[src/hw/rtl/b64sc_pkg.sv]
// Shared types, constants and alphabet functions for the base64 stream codec.
`default_nettype none
package b64sc_pkg;

  localparam int BUF_W   = 12;
  localparam int CNT_W   = 4;
  localparam int SLOTS   = 4;
  localparam int SLOT_W  = 2;
  localparam int QDEPTH  = 2;
  localparam int QPTR_W  = 1;
  localparam int QCNT_W  = 2;

  localparam logic [7:0] PAD_CHAR = 8'h3D;

  typedef enum logic [1:0] {
    ST_OK       = 2'd0,
    ST_BAD_CHAR = 2'd1,
    ST_BAD_PAD  = 2'd2,
    ST_BAD_BITS = 2'd3
  } status_t;

  // One input item's worth of results, as queued between front and back.
  typedef struct packed {
    logic [SLOT_W-1:0]      last_idx;
    logic                   no_data;
    logic                   msg_end;
    status_t                status;
    logic [SLOTS-1:0][7:0]  vals;
  } grp_t;

  // Alphabet index of an ASCII code; bit 6 set when the code is in the alphabet.
  function automatic logic [6:0] sym_index(input logic [7:0] c);
    logic [6:0] r;
    r = 7'd0;
    if (c >= 8'h41 && c <= 8'h5A) begin
      r = {1'b1, 6'(c - 8'h41)};
    end else if (c >= 8'h61 && c <= 8'h7A) begin
      r = {1'b1, 6'(c - 8'd71)};
    end else if (c >= 8'h30 && c <= 8'h39) begin
      r = {1'b1, 6'(c + 8'd4)};
    end else if (c == 8'h2B) begin
      r = {1'b1, 6'd62};
    end else if (c == 8'h2F) begin
      r = {1'b1, 6'd63};
    end
    return r;
  endfunction

  // ASCII character for a six-bit alphabet index.
  function automatic logic [7:0] sym_char(input logic [5:0] i);
    logic [7:0] r;
    logic [7:0] w;
    w = {2'b00, i};
    if (i < 6'd26) begin
      r = w + 8'h41;
    end else if (i < 6'd52) begin
      r = w + 8'd71;
    end else if (i < 6'd62) begin
      r = w - 8'd4;
    end else if (i == 6'd62) begin
      r = 8'h2B;
    end else begin
      r = 8'h2F;
    end
    return r;
  endfunction

endpackage
`default_nettype wire

[src/hw/rtl/base64_stream_codec.sv]
// Top level of the streaming base64 encoder/decoder.
// Each item's results are registered into the queue as the item is accepted.
// Throughput: one item per cycle while the two-group queue has room; results leave
// one per cycle while the receiver pops, so when encoding, four symbols per three bytes limit the rate.
// Reset: synchronous; clears message state and queue and selects encode.
`default_nettype none
module base64_stream_codec (
  input  wire logic        clk,
  input  wire logic        rst,
  input  wire logic        push,
  output logic             full,
  input  wire logic [7:0]  in_value,
  input  wire logic        has_value,
  input  wire logic        end_of_message,
  output logic             empty,
  input  wire logic        pop,
  output logic [7:0]       out_value,
  output logic             out_has_value,
  output logic             run_last,
  output logic             message_end,
  output logic [1:0]       status,
  input  wire logic        direction_we,
  input  wire logic        direction
);

  b64sc_pkg::grp_t  q_wdata;
  b64sc_pkg::grp_t  q_rdata;
  logic             q_push;
  logic             q_pop;
  logic             q_full;
  logic             q_empty;

  assign full = q_full;

  b64sc_front u_front (
    .clk            (clk),
    .rst            (rst),
    .push           (push),
    .in_value       (in_value),
    .has_value      (has_value),
    .end_of_message (end_of_message),
    .direction_we   (direction_we),
    .direction      (direction),
    .q_full         (q_full),
    .q_push         (q_push),
    .q_data         (q_wdata)
  );

  b64sc_queue u_queue (
    .clk     (clk),
    .rst     (rst),
    .wr_en   (q_push),
    .wr_data (q_wdata),
    .rd_en   (q_pop),
    .rd_data (q_rdata),
    .full    (q_full),
    .empty   (q_empty)
  );

  b64sc_back u_back (
    .clk           (clk),
    .rst           (rst),
    .head          (q_rdata),
    .q_empty       (q_empty),
    .q_pop         (q_pop),
    .pop           (pop),
    .empty         (empty),
    .out_value     (out_value),
    .out_has_value (out_has_value),
    .run_last      (run_last),
    .message_end   (message_end),
    .status        (status)
  );

endmodule
`default_nettype wire

[src/hw/rtl/b64sc_front.sv]
// Front end: accepts items, tracks message state and builds each item's result group.
`default_nettype none
module b64sc_front (
  input  wire logic               clk,
  input  wire logic               rst,
  input  wire logic               push,
  input  wire logic [7:0]         in_value,
  input  wire logic               has_value,
  input  wire logic               end_of_message,
  input  wire logic               direction_we,
  input  wire logic               direction,
  input  wire logic               q_full,
  output logic                    q_push,
  output b64sc_pkg::grp_t         q_data
);

  logic                              dir;
  logic [b64sc_pkg::BUF_W-1:0]       bbuf, bbuf_next;
  logic [b64sc_pkg::CNT_W-1:0]       bcnt, bcnt_next;
  logic [1:0]                        phase, phase_next;
  logic [1:0]                        padc, padc_next;
  logic                              pseen, pseen_next;
  b64sc_pkg::status_t                err, err_next;

  logic                              accept;
  logic [b64sc_pkg::BUF_W-1:0]       buf_a;
  logic [b64sc_pkg::CNT_W-1:0]       cnt_a;
  logic [1:0]                        phase_a;
  logic [1:0]                        padc_a;
  logic                              pseen_a;
  b64sc_pkg::status_t                err_a;
  logic [2:0]                        n_tot;
  b64sc_pkg::grp_t                   grp;

  // encode temporaries
  logic [b64sc_pkg::BUF_W-1:0]       b8;
  logic [b64sc_pkg::CNT_W-1:0]       c8;
  logic [5:0]                        d0, d1, f0;
  logic [1:0]                        nd;
  logic                              fl;
  logic [1:0]                        phase_f, pads;
  logic [3:0]                        n_sum;
  // decode temporaries
  logic [6:0]                        lk;
  logic [b64sc_pkg::BUF_W-1:0]       b6;
  logic [b64sc_pkg::CNT_W-1:0]       c6;
  logic [7:0]                        dbyte;
  logic                              emit;
  logic                              pads_ok;

  assign accept = push & ~q_full;

  always_comb begin
    buf_a   = bbuf;
    cnt_a   = bcnt;
    phase_a = phase;
    padc_a  = padc;
    pseen_a = pseen;
    err_a   = err;
    n_tot   = 3'd0;
    b8      = {bbuf[3:0], in_value};
    c8      = bcnt + 4'd8;
    d0      = 6'd0;
    d1      = 6'd0;
    f0      = 6'd0;
    nd      = 2'd0;
    fl      = 1'b0;
    phase_f = 2'd0;
    pads    = 2'd0;
    n_sum   = 4'd0;
    lk      = b64sc_pkg::sym_index(in_value);
    b6      = {bbuf[5:0], lk[5:0]};
    c6      = bcnt + 4'd6;
    dbyte   = 8'd0;
    emit    = 1'b0;
    pads_ok = 1'b0;
    grp     = '0;
    grp.status = b64sc_pkg::ST_OK;

    if (!dir) begin
      if (has_value) begin
        case (c8)
          4'd12: begin
            d0 = b8[11:6];
            d1 = b8[5:0];
            nd = 2'd2;
            buf_a = '0;
            cnt_a = 4'd0;
          end
          4'd10: begin
            d0 = b8[9:4];
            nd = 2'd1;
            buf_a = {8'd0, b8[3:0]};
            cnt_a = 4'd4;
          end
          default: begin
            d0 = b8[7:2];
            nd = 2'd1;
            buf_a = {10'd0, b8[1:0]};
            cnt_a = 4'd2;
          end
        endcase
      end
      phase_a = phase + nd;
      if (end_of_message) begin
        case (cnt_a)
          4'd2: begin
            fl = 1'b1;
            f0 = {buf_a[1:0], 4'd0};
          end
          4'd4: begin
            fl = 1'b1;
            f0 = {buf_a[3:0], 2'd0};
          end
          default: fl = 1'b0;
        endcase
      end
      phase_f = phase_a + {1'b0, fl};
      pads    = end_of_message ? (2'd0 - phase_f) : 2'd0;
      n_sum   = {2'b00, nd} + {3'b000, fl} + {2'b00, pads};
      n_tot   = (n_sum > 4'd4) ? 3'd4 : n_sum[2:0];
      for (int k = 0; k < b64sc_pkg::SLOTS; k++) begin
        if (k < int'(nd)) begin
          grp.vals[k] = b64sc_pkg::sym_char((k == 0) ? d0 : d1);
        end else if (k < int'(nd) + int'(fl)) begin
          grp.vals[k] = b64sc_pkg::sym_char(f0);
        end else begin
          grp.vals[k] = b64sc_pkg::PAD_CHAR;
        end
      end
    end else begin
      if (has_value && err == b64sc_pkg::ST_OK) begin
        if (in_value == b64sc_pkg::PAD_CHAR) begin
          pseen_a = 1'b1;
          padc_a  = (padc == 2'd3) ? padc : padc + 2'd1;
          phase_a = phase + 2'd1;
        end else if (!lk[6]) begin
          err_a = b64sc_pkg::ST_BAD_CHAR;
        end else if (pseen) begin
          err_a = b64sc_pkg::ST_BAD_PAD;
        end else begin
          phase_a = phase + 2'd1;
          case (c6)
            4'd8: begin
              emit  = 1'b1;
              dbyte = b6[7:0];
              buf_a = '0;
              cnt_a = 4'd0;
            end
            4'd10: begin
              emit  = 1'b1;
              dbyte = b6[9:2];
              buf_a = {10'd0, b6[1:0]};
              cnt_a = 4'd2;
            end
            4'd12: begin
              emit  = 1'b1;
              dbyte = b6[11:4];
              buf_a = {8'd0, b6[3:0]};
              cnt_a = 4'd4;
            end
            default: begin
              buf_a = b6;
              cnt_a = c6;
            end
          endcase
        end
      end
      if (end_of_message && err_a == b64sc_pkg::ST_OK) begin
        pads_ok = (cnt_a == 4'd0 && padc_a == 2'd0) ||
                  (cnt_a == 4'd4 && padc_a == 2'd2) ||
                  (cnt_a == 4'd2 && padc_a == 2'd1);
        if (phase_a != 2'd0 || !pads_ok) begin
          err_a = b64sc_pkg::ST_BAD_PAD;
        end else if (buf_a != '0) begin
          err_a = b64sc_pkg::ST_BAD_BITS;
        end
      end
      n_tot = {2'b00, emit};
      grp.vals[0] = dbyte;
      grp.status  = err_a;
    end

    grp.no_data  = (n_tot == 3'd0);
    grp.msg_end  = end_of_message;
    grp.last_idx = (n_tot == 3'd0) ? '0 : b64sc_pkg::SLOT_W'(n_tot - 3'd1);
    if (!end_of_message) begin
      grp.status = b64sc_pkg::ST_OK;
    end
  end

  assign q_push = accept & (end_of_message | (n_tot != 3'd0));
  assign q_data = grp;

  // Message end or a direction write drops all message state.
  always_comb begin
    bbuf_next  = bbuf;
    bcnt_next  = bcnt;
    phase_next = phase;
    padc_next  = padc;
    pseen_next = pseen;
    err_next   = err;
    if (direction_we || (accept && end_of_message)) begin
      bbuf_next  = '0;
      bcnt_next  = '0;
      phase_next = '0;
      padc_next  = '0;
      pseen_next = 1'b0;
      err_next   = b64sc_pkg::ST_OK;
    end else if (accept) begin
      bbuf_next  = buf_a;
      bcnt_next  = cnt_a;
      phase_next = phase_a;
      padc_next  = padc_a;
      pseen_next = pseen_a;
      err_next   = err_a;
    end
  end

  always_ff @(posedge clk) begin
    if (rst) begin
      dir   <= 1'b0;
      bbuf  <= '0;
      bcnt  <= '0;
      phase <= '0;
      padc  <= '0;
      pseen <= 1'b0;
      err   <= b64sc_pkg::ST_OK;
    end else begin
      if (direction_we) begin
        dir <= direction;
      end
      bbuf  <= bbuf_next;
      bcnt  <= bcnt_next;
      phase <= phase_next;
      padc  <= padc_next;
      pseen <= pseen_next;
      err   <= err_next;
    end
  end

  a_enc_cnt: assert property (@(posedge clk) disable iff (rst)
    !dir |-> (bcnt == 4'd0 || bcnt == 4'd2 || bcnt == 4'd4))
    else $error("encoder bit count off its 0/2/4 cycle");

  a_dec_cnt: assert property (@(posedge clk) disable iff (rst)
    dir |-> (bcnt == 4'd0 || bcnt == 4'd2 || bcnt == 4'd4 || bcnt == 4'd6))
    else $error("decoder bit count off its even cycle");

endmodule
`default_nettype wire

[src/hw/rtl/b64sc_queue.sv]
// Short register queue of result groups between the front and back ends.
`default_nettype none
module b64sc_queue (
  input  wire logic            clk,
  input  wire logic            rst,
  input  wire logic            wr_en,
  input  wire b64sc_pkg::grp_t wr_data,
  input  wire logic            rd_en,
  output b64sc_pkg::grp_t      rd_data,
  output logic                 full,
  output logic                 empty
);

  b64sc_pkg::grp_t                  mem [b64sc_pkg::QDEPTH];
  logic [b64sc_pkg::QPTR_W-1:0]     wr_ptr, wr_ptr_next;
  logic [b64sc_pkg::QPTR_W-1:0]     rd_ptr, rd_ptr_next;
  logic [b64sc_pkg::QCNT_W-1:0]     count, count_next;
  logic                             do_wr, do_rd;

  assign full    = (count == b64sc_pkg::QCNT_W'(b64sc_pkg::QDEPTH));
  assign empty   = (count == '0);
  assign do_wr   = wr_en & ~full;
  assign do_rd   = rd_en & ~empty;
  assign rd_data = mem[rd_ptr];

  always_comb begin
    wr_ptr_next = wr_ptr;
    rd_ptr_next = rd_ptr;
    count_next  = count;
    if (do_wr) begin
      wr_ptr_next = (wr_ptr == b64sc_pkg::QPTR_W'(b64sc_pkg::QDEPTH - 1)) ? '0 : wr_ptr + 1'b1;
    end
    if (do_rd) begin
      rd_ptr_next = (rd_ptr == b64sc_pkg::QPTR_W'(b64sc_pkg::QDEPTH - 1)) ? '0 : rd_ptr + 1'b1;
    end
    if (do_wr && !do_rd) begin
      count_next = count + 1'b1;
    end else if (do_rd && !do_wr) begin
      count_next = count - 1'b1;
    end
  end

  always_ff @(posedge clk) begin
    if (rst) begin
      wr_ptr <= '0;
      rd_ptr <= '0;
      count  <= '0;
    end else begin
      wr_ptr <= wr_ptr_next;
      rd_ptr <= rd_ptr_next;
      count  <= count_next;
    end
  end

  always_ff @(posedge clk) begin
    if (do_wr) begin
      mem[wr_ptr] <= wr_data;
    end
  end

  a_cnt_range: assert property (@(posedge clk) disable iff (rst)
    count <= b64sc_pkg::QCNT_W'(b64sc_pkg::QDEPTH))
    else $error("queue count beyond depth");

  a_cnt_up: assert property (@(posedge clk) disable iff (rst)
    (do_wr && !do_rd) |=> count == $past(count) + 1'b1)
    else $error("queue count missed a write");

endmodule
`default_nettype wire

[src/hw/rtl/b64sc_back.sv]
// Back end: steps through the head group and presents one result per transfer.
`default_nettype none
module b64sc_back (
  input  wire logic              clk,
  input  wire logic              rst,
  input  wire b64sc_pkg::grp_t   head,
  input  wire logic              q_empty,
  output logic                   q_pop,
  input  wire logic              pop,
  output logic                   empty,
  output logic [7:0]             out_value,
  output logic                   out_has_value,
  output logic                   run_last,
  output logic                   message_end,
  output logic [1:0]             status
);

  logic [b64sc_pkg::SLOT_W-1:0]  idx, idx_next;
  logic                          xfer;
  logic                          at_last;

  assign empty   = q_empty;
  assign xfer    = pop & ~q_empty;
  assign at_last = (idx == head.last_idx);
  assign q_pop   = xfer & at_last;

  assign out_value     = head.no_data ? 8'd0 : head.vals[idx];
  assign out_has_value = ~head.no_data;
  assign run_last      = at_last;
  assign message_end   = at_last & head.msg_end;
  assign status        = message_end ? head.status : b64sc_pkg::ST_OK;

  // Advance within the group; wrap to the first slot when the group leaves.
  always_comb begin
    idx_next = idx;
    if (xfer) begin
      idx_next = at_last ? '0 : idx + 1'b1;
    end
  end

  always_ff @(posedge clk) begin
    if (rst) begin
      idx <= '0;
    end else begin
      idx <= idx_next;
    end
  end

  a_idx_range: assert property (@(posedge clk) disable iff (rst)
    !q_empty |-> idx <= head.last_idx)
    else $error("slot index past end of group");

  a_idx_step: assert property (@(posedge clk) disable iff (rst)
    (xfer && !at_last) |=> idx == $past(idx) + 1'b1)
    else $error("slot index did not advance on transfer");

endmodule
`default_nettype wire

[config.mk]
export PLATFORM = sky130hd
export DESIGN_NAME = base64_stream_codec
export DESIGN_NICKNAME = d
export VERILOG_FILES = /design/src/hw/rtl/b64sc_pkg.sv /design/src/hw/rtl/base64_stream_codec.sv /design/src/hw/rtl/b64sc_front.sv /design/src/hw/rtl/b64sc_queue.sv /design/src/hw/rtl/b64sc_back.sv
export SDC_FILE = /design/constraint.sdc
export NUM_CORES = 1
export LEC_CHECK = 0
export ABC_AREA = 1
export BUFFER_PORTS_ARGS = -buffer_cell sky130_fd_sc_hd__buf_2
export CORE_AREA = 2 2 114 116
export CTS_CLUSTER_SIZE = 10
export DETAILED_ROUTE_END_ITERATION = 10
export DIE_AREA = 0 0 116 118
export GPL_TIMING_DRIVEN = 1
export PLACE_DENSITY = 0.8
export SKIP_LAST_GASP = 1
export SYNTH_ARGS = -nofsm -noshare
export SYNTH_HDL_FRONTEND = slang
export SYNTH_SLANG_ARGS = --single-unit
[constraint.sdc]
create_clock -name clk -period 7.1 [get_ports clk]
set_clock_uncertainty 0.15 [all_clocks]
set_input_delay 1.065 -clock clk [delete_from_list [all_inputs] [get_ports clk]]
set_output_delay 1.065 -clock clk [all_outputs]
set_load 0.02 [all_outputs]
==> flow_metrics.tcl, run 1 <==
set metrics [dict create \
    critical_path_class "input port to flop" \
    hp-start "u_front.bbuf[8]" \
    wl_mm 18.8 \
    min_to "u_front.bbuf[8]" \
    status "completed" \
    drc 0 \
    end_kind "flop" \
    grt_pass1_wl_mm 30.2 \
    grt_overflow 0 \
    fp.coreArea_um2 12400 \
    hold_slack_ns 0.319 \
    max_stage_delay_ns 0.83 \
    grt_usage_pct 27.8 \
    holdBufCountCts 0 \
    r2r_slack_ns 2.11 \
    layout-drive-gt1-share_pct 12.8 \
    io-pin-count 31 \
    utilization_pct 66.0 \
    cp.arrival_ns 5.21 \
    vias 6842 \
    ys_top_cells_by_area "edfxtp_1, nand2_1, dfxtp_1" \
    first_pass_iters 7 \
    grt_pass1_vias 6187 \
    die_h_um 118 \
    cp_slowest_cell "nor2_4" \
    setup_violations 0 \
    ir_drop_uv 122 \
    cp-start-kind "input port" \
    cts_setup_buffers 0 \
    yosysUniqueCellTypes 50 \
    dp_hpwl_mm 13.7 \
    critical_path.max_fanout 39 \
    synth_top_area_cell "edfxtp_1" \
    row_count 41 \
    fillers 1148 \
    dieArea_um2 13700 \
    final_area_um2 8200 \
    final.min_clock_period_ns 5.38 \
    wl_met2_mm 8.75 \
    finalNonFillerCells 1202 \
    min_path_type "flop to flop" \
    insertion_delay_ns 0.37 \
    wl_met3_mm 1.23 \
    crit_required_ns 6.92 \
    dpl_cell_area_um2 7890 \
    finalMaxSlewViolations 0 \
    synth_seq_area_share_pct 37.9 \
    cts.clk_slew.worst_paths_ns 0.07 \
    diodes 0 \
    ant_nets 0 \
    grt_antenna_before_repair 0 \
    vias_per_cell 5.69 \
    wl_met1_mm 8.39 \
    finalSetupTns_ns 0 \
    cap_viol_max_count 0 \
    yosys_warnings 0 \
    crit_top_cell "inv_1" \
    synth.top_cell.area_share_pct 29.8 \
    timing.rr.end "u_queue.mem[1][31]" \
    fin_nets 1073 \
    syn_inst 1016 \
    finalHoldViolCount 0 \
    chipWidth_um 116 \
    slew_headroom_pct 27.3 \
    clkSinkCount 107 \
    reg2reg_depth 23 \
    ys_ff_latch 107 \
    worst-path-buf-inv 7 \
    portBuffers 30 \
    timing.final.crit_share_pct 75.8 \
    gp_congestion 0.959 \
    power_density_nw_per_um2 248 \
    clockBufferDepth 2 \
    crit_path_cell_trace "buf_2 -> inv_1 -> nand2_1 -> nand2_2 -> nand2_4 -> nand3_2 -> nor2_4 -> nor2_1 -> inv_1 -> ha_1 -> inv_1 -> ha_1 -> inv_1 -> fa_1 -> xor2_1 -> a21oi_1 -> nor2_1 -> a21oi_1 -> inv_1 -> nand4_1 -> nand2_1 -> nand2_1 -> inv_1 -> nor2_4" \
    clockRootBuffer "clkbuf_16" \
    initial_utilization_pct 61.7 \
    first_iter_violations 709 \
    highest_layer "met4" \
    p_leak_uw 0.00338 \
    fmax_mhz 186 \
    rsz0062_at_grt "no" \
    crit_family "simple AND/OR/NAND/NOR gates" \
    netlist_area_um2 7660 \
    holdPathStages 2 \
    area_delta_synth_final_pct 7.02 \
    place_inst 1186 \
    postSynthAreaPerCell_um2 7.54 \
    cts_repair_resize_count 0 \
    routedWlPerCell_um 15.7 \
    cts_made_buffers 9 \
    tightest_slew_ns 1.09 \
    r2r-start "u_front.bcnt[1]" \
    cts_tree "built" \
    synth_nets 1064 \
    h-tree-depth 3 \
    grt_start_max_net_pins 40 \
]
## worst max-delay path by stage
stage               from                 end  depth (start not counted)
6_report       has_value  u_queue.mem[1][31]                         24
4_1_cts        has_value   u_queue.mem[1][8]                         24
3_5_place_dp   has_value  u_queue.mem[1][10]                         24
3_3_place_gp   has_value   u_queue.mem[1][9]                         24
2_1_floorplan  has_value   u_queue.mem[1][0]                         22
5_1_grt        has_value  u_queue.mem[1][11]                         23
## synth_stat cells, drive strengths merged
master	number
nand4	14
o21ai	104
ha	31
buf	13
o22ai	19
o31ai	3
xor2	17
nand3b	4
nor2	133
a211oi	4
nor4	1
a221oi	1
dfxtp	31
a21oi	65
and2	2
inv	125
o21bai	1
fa	1
clkbuf	22
mux2i	1
o211ai	15
or2	6
a31oi	9
clkinv	5
nand2	231
o2111ai	1
o221ai	2
nand3	63
nor3	11
edfxtp	76
xnor2	5
## per-layer routing
| layer | up-vias | GRT usage [%] |
|---|---|---|
| met4 | 0 | 9.30 |
| met2 | 249 | 44.6 |
| li1 | 3425 | - |
| met5 | - | 0 |
| met1 | 3130 | 37.6 |
| met3 | 38 | 5.61 |
## area by class of cell
cell class                 count  area, um2  area share [%]
multi-input combinational    744       4110            50.1
sequential                   107       2900            35.4
inverter                     130        488            5.95
clock buffer                  11        243            2.96
tap                          172        215            2.63
timing repair buffer          33        173            2.11
clock inverter                 5       67.6           0.824
## logic make-up (layout without fill, tap and decap cells)
kind of cell / count (synthesis) / count (layout) / synth area share, %
adders and majority gates: 32 / 32 / 5.33
AOI/OAI and AO/OA: 224 / 224 / 16.5
muxes: 1 / 1 / 0.131
xor gates and xnor gates: 22 / 22 / 2.61
buffers and inverters: 165 / 179 / 8.66
DFF: 107 / 107 / 37.9
and+or+nand+nor: 465 / 465 / 28.8
## state kept, by name, indices dropped and copies added, names as in the netlist, 2 cells and up, named ones only
name,cells
u_front.bbuf,12
u_queue.mem,76
u_front.padc,2
u_queue.count,2
u_front.err,2
u_front.phase,2
u_front.bcnt,4
u_back.idx,2
## cells in the final DEF (no fill, tap or decap), types with 15 or more instances in the layout
master / count
ha_1: 31
dfxtp_1: 31
nand2_1: 209
inv_2: 16
a21oi_1: 64
inv_1: 109
o211ai_1: 15
edfxtp_1: 76
o21ai_0: 87
o22ai_1: 19
nand3_1: 51
buf_2: 30
nor2_1: 116
xor2_1: 16
## worst min-delay path, cell delays in order (launching register included)
cell	delay [ns]
dfxtp_1	0.31
nand2_1	0.06
a21oi_1	0.05
## through the flow
step | total power [uW] | setup WS [ns]
final | 2030 | 1.72
after global routing | 2140 | 1.33
after CTS | 2030 | 1.73
after detailed placement | 1510 | 1.36
after global placement | 1500 | 1.58
after floorplan | 1330 | 1.24
## power by group
part	total [uW]	switching, uW	internal (uW)	leakage, uW
clock network	526	237	289	0.000153
logic	662	468	194	0.00227
registers	841	39.7	802	0.000956
Power figures use the tool's default switching activity.
==> run 2: changes to the inputs <==
CORE_AREA = 2 2 119 121   (was 2 2 114 116)
DIE_AREA = 0 0 121 123   (was 0 0 116 118)
PLACE_DENSITY = 0.77   (was 0.8)
clock period = 4.4 ns   (was 7.1 ns; I/O delays follow)
==> run 2 against run 1 <==
  * Via count grew 2.2%
  * Critical path depth grew 2
  * Global-route usage shrank 1.8 points
  * Sequential power grew 63%
  * Worst hold slack lost 0.0024 ns
  * Register-to-register slack lost 1.9 ns
  * Largest power group unchanged
  * Highest routed layer unchanged
==> flow_metrics.tcl, run 2 (same netlist as run 1, synthesis figures left out) <==
set metrics [dict create \
    status "completed" \
    max_stage_delay_ns 0.35 \
    finalMaxSlewViolations 0 \
    grt_overflow 0 \
    cts_made_buffers 9 \
    layout_common_cells "nand2_1, nor2_1, inv_1" \
    cp_slowest_cell "fa_2" \
    grt_usage_pct 26.0 \
    ant_nets 0 \
    dpl_cell_area_um2 8000 \
    crit_family "simple AND/OR/NAND/NOR gates" \
    largest_register_ffs 76 \
    vias_per_cell 5.67 \
    dieArea_um2 14900 \
    fin_nets 1097 \
    worst-path-buf-inv 8 \
    min_path_type "flop to flop" \
    setup_violations 0 \
    critical_path.max_fanout 9 \
    clockRootBuffer "clkbuf_16" \
    row_count 43 \
    gp_congestion 0.944 \
    fp.coreArea_um2 13600 \
    timing.final.crit_share_pct 94.5 \
    crit_top_cell "inv_1" \
    io-pin-count 31 \
    grt_antenna_before_repair 0 \
    h-tree-depth 3 \
    diodes 0 \
    slew_headroom_pct 26.7 \
    chipWidth_um 121 \
    routedWlPerCell_um 15.9 \
    cp-start-kind "flop" \
    finalPower_uw 3370 \
    finalHoldViolCount 0 \
    area_delta_synth_final_pct 11.0 \
    vias 6992 \
    drc 0 \
    top_register "u_queue.mem" \
    end_kind "flop" \
    fmax_mhz 241 \
    crit_required_ns 4.33 \
    holdBufCountCts 0 \
    ir_drop_uv 192 \
    cap_viol_max_count 0 \
    finalNonFillerCells 1234 \
    place_inst 1205 \
    final.min_clock_period_ns 4.16 \
    portBuffers 30 \
    first_pass_iters 5 \
    cts.clk_slew.worst_paths_ns 0.08 \
    grt_pass1_wl_mm 30.5 \
    insertion_delay_ns 0.36 \
    layout-drive-gt1-share_pct 15.7 \
    hold_slack_ns 0.317 \
    dp_hpwl_mm 14.1 \
    power_density_nw_per_um2 396 \
    critical_path_class "flop to flop" \
    cts_tree "built" \
    wl_mm 19.6 \
    grt_pass1_vias 6252 \
    tightest_slew_ns 1.09 \
    p_leak_uw 0.00352 \
    clockBufferDepth 2 \
    utilization_pct 62.5 \
    clkSinkCount 107 \
    initial_utilization_pct 56.3 \
    first_iter_violations 714 \
    layout_commonest_cell "nand2_1" \
    grt_start_max_net_pins 39 \
    top_regs "u_queue.mem (76), u_front.bbuf (12), u_front.bcnt (4)" \
    cp.arrival_ns 4.08 \
    die_h_um 123 \
    final_area_um2 8500 \
]
-- run 2: what timing repair did --
action / in CTS / in global routing
pin swaps: 0 / 7
resized for setup: 1 / 13
cloned: 0 / 4
setup buffers: 0 / 9
endpoints found under the setup margin: 1 / 78
-- run 2: per-stage QoR --
stage | setup TNS (ns) | setup WS (ns)
2_1_floorplan | -30.52 | -0.408
3_3_place_gp | 0 | 0.121
3_5_place_dp | -0.0511 | -0.0511
4_1_cts | 0 | 0.0952
5_1_grt | -0.277 | -0.0203
6_report | 0 | 0.243
-- run 2: path summary, 6_finish.rpt --
check | from | endpoint | slack, ns | cells past startpoint
worst max-delay path | u_front.bcnt[0] | u_queue.mem[0][36] | 0.24 | 26
worst min-delay path | u_front.bbuf[9] | u_front.bbuf[9] | 0.32 | 2
worst max register to register | u_front.bcnt[0] | u_queue.mem[0][36] | 0.24 | 26
worst min register to register | u_front.bbuf[9] | u_front.bbuf[9] | 0.32 | 2
-- run 2: routing by layer --
metal  GRT usage [%]  wire length, um  vias up
li1                -                -     3473
met1            35.0             8410     3208
met2            43.2             9470      260
met3            4.24             1240       51
met4            8.43              494        0
met5               0                0        -
-- run 2: worst min-delay path: stages, from the launching register on --
cell	delay (ns)
dfxtp_1	0.31
nand2_1	0.06
a21oi_1	0.05
-- run 2: layout make-up --
cell class | instances | area (um2)
Inverter | 130 | 488
Fill cell | 1217 | 5110
Clock inverter | 7 | 71.3
Clock buffer | 9 | 225
Timing Repair Buffer | 57 | 433
Multi-Input combinational cell | 744 | 4150
Tap cell | 180 | 225
Sequential cell | 107 | 2910
-- run 2: power by group --
group          total (uW)  switching (uW)  internal (uW)  leakage [uW]
logic                1200             780            416       0.00241
registers            1370            86.0           1290      0.000958
clock network         798             398            400      0.000144
total                3370            1260           2110       0.00352
